**src/rtl/xtbc_pkg.sv**
```systemverilog
// xtbc_pkg: shared types and constants for the xtea pipeline
// used by xtbc_stage and the top level; no dependencies
`default_nettype none

package xtbc_pkg;

    localparam logic [31:0] XT_DELTA = 32'h9E3779B9;

    typedef logic [3:0][31:0] t_keys;

    typedef struct packed {
        logic        mode;
        logic [31:0] lo;
        logic [31:0] hi;
    } t_blk;

    localparam logic MODE_ENC = 1'b0;
    localparam logic MODE_DEC = 1'b1;

    localparam int REG_KEY0 = 0;
    localparam int REG_KEY1 = 1;
    localparam int REG_KEY2 = 2;
    localparam int REG_KEY3 = 3;

    // running sum after n delta steps, modulo 2^32
    function automatic logic [31:0] xt_sum(input int n);
        logic [63:0] prod;
        prod = 64'(n) * 64'(XT_DELTA);
        return prod[31:0];
    endfunction

    function automatic logic [31:0] xt_mix(input logic [31:0] x);
        return ((x << 4) ^ (x >> 5)) + x;
    endfunction

endpackage

`default_nettype wire

```
**src/rtl/xtbc_stage.sv**
```systemverilog
// xtbc_stage: one xtea half round with its pipeline register and stall control
// depends on xtbc_pkg
`default_nettype none

module xtbc_stage #(
    parameter bit          ODD_STEP = 1'b0,
    parameter logic [31:0] SUM_ENC  = 32'h0,
    parameter logic [31:0] SUM_DEC  = 32'h0
) (
    input  wire                 i_clk,
    input  wire                 i_rst_n,
    input  wire xtbc_pkg::t_keys i_keys,
    input  wire                 i_valid,
    output logic                o_ready,
    input  wire xtbc_pkg::t_blk i_blk,
    output logic                o_valid,
    input  wire                 i_ready,
    output xtbc_pkg::t_blk      o_blk
);

    logic           r_valid;
    xtbc_pkg::t_blk r_blk;
    xtbc_pkg::t_blk n_blk;

    logic        w_hi_side;
    logic [31:0] w_sum;
    logic [1:0]  w_kidx;
    logic [31:0] w_src;
    logic [31:0] w_dst;
    logic [31:0] w_f;
    logic [31:0] w_res;

    // encipher even steps update lo from hi with the low key index;
    // decipher runs the same steps mirrored
    assign w_hi_side = ODD_STEP ^ (i_blk.mode == xtbc_pkg::MODE_DEC);
    assign w_sum     = (i_blk.mode == xtbc_pkg::MODE_DEC) ? SUM_DEC : SUM_ENC;
    assign w_kidx    = w_hi_side ? w_sum[12:11] : w_sum[1:0];
    assign w_src     = w_hi_side ? i_blk.lo : i_blk.hi;
    assign w_dst     = w_hi_side ? i_blk.hi : i_blk.lo;
    assign w_f       = xtbc_pkg::xt_mix(w_src) ^ (w_sum + i_keys[w_kidx]);
    assign w_res     = (i_blk.mode == xtbc_pkg::MODE_DEC) ? (w_dst - w_f) : (w_dst + w_f);

    always_comb begin
        n_blk = i_blk;
        if (w_hi_side) begin
            n_blk.hi = w_res;
        end else begin
            n_blk.lo = w_res;
        end
    end

    assign o_ready = !r_valid || i_ready;

    always_ff @(posedge i_clk) begin
        if (!i_rst_n) begin
            r_valid <= 1'b0;
        end else if (o_ready) begin
            r_valid <= i_valid;
        end
    end

    always_ff @(posedge i_clk) begin
        if (o_ready && i_valid) begin
            r_blk <= n_blk;
        end
    end

    assign o_valid = r_valid;
    assign o_blk   = r_blk;

endmodule

`default_nettype wire

```
**config.mk**
```make
export PLATFORM = sky130hd
export DESIGN_NAME = xtbc_stage
export DESIGN_NICKNAME = d
export VERILOG_FILES = /design/src/rtl/xtbc_pkg.sv /design/src/rtl/xtbc_stage.sv
export SDC_FILE = /design/constraint.sdc
export NUM_CORES = 1
export LEC_CHECK = 0
export BUFFER_PORTS_ARGS = -buffer_cell sky130_fd_sc_hd__buf_4
export CAP_MARGIN = 10
export CELL_PAD_IN_SITES_DETAIL_PLACEMENT = 0
export CELL_PAD_IN_SITES_GLOBAL_PLACEMENT = 1
export CORE_MARGIN = 2
export CORE_UTILIZATION = 41
export DETAILED_ROUTE_END_ITERATION = 12
export GPL_TIMING_DRIVEN = 1
export HOLD_SLACK_MARGIN = 0.1
export PLACE_DENSITY_LB_ADDON = 0.1
export SLEW_MARGIN = 10
export SYNTH_ARGS = -nofsm -noshare
export SYNTH_HDL_FRONTEND = slang
export SYNTH_SLANG_ARGS = --single-unit
```
**constraint.sdc**
```tcl
create_clock -name i_clk -period 22.3 [get_ports i_clk]
set_input_delay 3.345 -clock i_clk [delete_from_list [all_inputs] [get_ports i_clk]]
set_output_delay 3.345 -clock i_clk [all_outputs]
set_load 0.03 [all_outputs]
```
==> reports/metrics.yaml <==
arrival_ns: 11.06
p_seq_frac: 0.185
synth_fp_nets: 1186
gp_congestion: 0.874
grt_max_degree: 92
worst_skew_pair.late_latency_ns: 0.33
drt-total-wl_um: 23500
highest_layer: "met4"
final_layout_size_suffix_gt1_frac: 0.221
drt.antenna.violating_nets: 0
n_antenna_cell: 0
final_util: 0.517
nFillCells: 1867
hold_path_startpoint: "o_valid"
clock_path_buffers: 2
switchingPower_w: 0.000496
htree_levels: 3
hold_viol_final: 0
startpoint: "i_blk[64]"
nets: 1337
placed_area_mm2: 0.00946
rsz0062_at_grt: "false"
hold_class: "register to register"
synth_cells: 921
finalInstanceArea_mm2: 0.00978
synth_edf_count: 65
clock-skew-final_ns: 0.00325
grt_util_all_layers: 0.229
comb_power_share: 0.674
crit_path_end_kind: "register"
maxCapViolations: 0
rows: 50
fin_tns_setup_ns: 0
critPathLaunchType: "input port"
viasPerCell: 5.42
hold_buffers: 0
synth_area_mm2: 0.00797
layout_common_cells: "buf_4, xnor2_1, nand2_1, o21ai_0"
grt_pass1_vias: 6705
ys_seq_area_frac: 0.247
required_ns: 22.50
synth-main-ff-cell: "edfxtp_1"
initial_core_util: 0.422
intPower_w: 0.000577
dr.pass1.iters: 5
die-area_mm2: 0.0206
cts-resized-gates: 0
layout_commonest_cell: "buf_4"
clk_pin_slew_ns: 0.06
cts_root_buffer: "clkbuf_16"
ir_drop_v: 0.0000485
tightest_slew_ns: 0.874
cts_tree: "built"
post-cts-setup-buffer-count: 0
fp.dieH_um: 143
synth.avg_cell_area_um2: 8.65
post-route-period-util: 0.487
cts.sinks: 66
coreArea_mm2: 0.0189
fin_crit_ns: 10.86
grt_overflow: 0
cts_buffers: 9
worstReg2RegStart: "o_valid"
swShare: 0.462
synth.distinct_cells: 71
synth-seq-cells: 66
wl_met1_um: 12300
path_class: "input port to register"
vias: 7244
grt_pass1_wl_um: 36600
syn2layout_area_growth_pct: 22.7
dr_wl_met3_um: 1500
finalMaxSlewViolations: 0
outcome: "finished, final reports clean"
async_flop_share: 0
finalSetupViolCount: 0
detailed_place_hpwl_um: 19400
wl_per_cell_um: 17.6
fmax_mhz: 92.1
ios: 264
slew_headroom: 0.418
drc: 0
yosysWarnings: 0
static-leakage-power_nw: 4.40
antenna_found_initial: 0
numPortBuffers: 167
cp_max_fo: 91
drt_iter0_drc: 495
power_density_mw_per_mm2: 110
pwr-share-clk: 0.141
wl_met2_um: 9440
die_w_um: 143
## worst max-delay path, stage by stage
cell and delay, ns:
buf_4 0.64, buf_4 0.67, nand2_1 0.24, o21ai_0 0.28, ha_1 0.38, a21oi_1 0.19, nand2_1 0.09, xnor2_1 0.44
nand3_1 0.16, or3_1 0.46, nor4_4 0.24, and4b_1 0.32, a21oi_1 0.10, xor2_1 0.18, ha_1 0.37, a21o_1 0.19
a21oi_1 0.19, o311ai_0 0.15, and3_1 0.18, a211oi_1 0.49, o211ai_1 0.26, a41o_1 0.29, a21oi_1 0.25, xnor3_1 0.40
or3_1 0.36, nand3_1 0.09
## power by group through the flow
stage | clock network, W | logic [W] | registers [W]
after floorplan | 0 | 0.000458 | 0.000268
after global placement | 0 | 0.000714 | 0.000201
after global routing | 0.000160 | 0.000793 | 0.000202
after CTS | 0.000155 | 0.000719 | 0.000199
after detailed placement | 0 | 0.000716 | 0.000201
final | 0.000151 | 0.000723 | 0.000198
## flip-flops by register name, indices dropped and copies added, names as in the netlist
name,count
o_valid,1
o_blk,65
## cells by family after synthesis
| logic type | share of synthesized area |
|---|---|
| buffers and inverters | 0.0311 |
| AO/OA/AOI/OAI | 0.212 |
| multiplexers | 0.0556 |
| adder cells (fa/ha/maj) | 0.109 |
| XOR/XNOR | 0.171 |
| flip-flops | 0.247 |
| AND/OR/NAND/NOR | 0.174 |
## cells in the mapped netlist, drive strengths merged (16+ instances only)
| cell | n | share of area |
|---|---|---|
| a21o | 34 | 0.032 |
| a21oi | 66 | 0.041 |
| a31oi | 16 | 0.013 |
| clkbuf | 24 | 0.011 |
| edfxtp | 65 | 0.24 |
| ha | 66 | 0.10 |
| inv | 36 | 0.017 |
| mux2 | 34 | 0.048 |
| nand2 | 87 | 0.041 |
| nand3 | 20 | 0.013 |
| nor2 | 54 | 0.025 |
| nor3 | 17 | 0.011 |
| o21ai | 72 | 0.045 |
| o21bai | 19 | 0.018 |
| xnor2 | 90 | 0.10 |
| xor2 | 47 | 0.052 |
## metal layers
layer,vias up,GRT usage
met1,3320,0.374
met3,18,0.0240
met5,-,0
met2,234,0.320
met4,0,0.0470
li1,3672,-
## area by class of cell
class / count / area [µm²] / area share
Clock buffer: 9 / 225 / 0.0230
Clock inverter: 7 / 93.8 / 0.00960
Inverter: 36 / 135 / 0.0138
Multi-Input combinational cell: 789 / 5750 / 0.588
Sequential cell: 66 / 1970 / 0.202
Tap cell: 260 / 325 / 0.0333
Timing Repair Buffer: 170 / 1280 / 0.131
## metrics by stage
stage / hold WS [ns] / worst slack (ns) / total power [W] / cells
6_report: 0.546 / 11.44 / 0.00107 / 1337
5_1_grt: 0.579 / 10.89 / 0.00116 / 1337
4_1_cts: 0.557 / 11.56 / 0.00107 / 1337
3_5_place_dp: 0.549 / 11.23 / 0.000918 / 1321
3_3_place_gp: 0.522 / 11.23 / 0.000915 / 1321
2_1_floorplan: 0.885 / 12.77 / 0.000727 / 921
## final timing paths
check	to	slack, ns	depth (start not counted)
worst min-delay path	o_valid	0.55	2
worst max-delay path	o_blk[63]	11.44	26
worst max register to register	o_blk[35]	20.69	3
worst min register to register	o_valid	0.55	2
(Power assumes the default switching activity.)
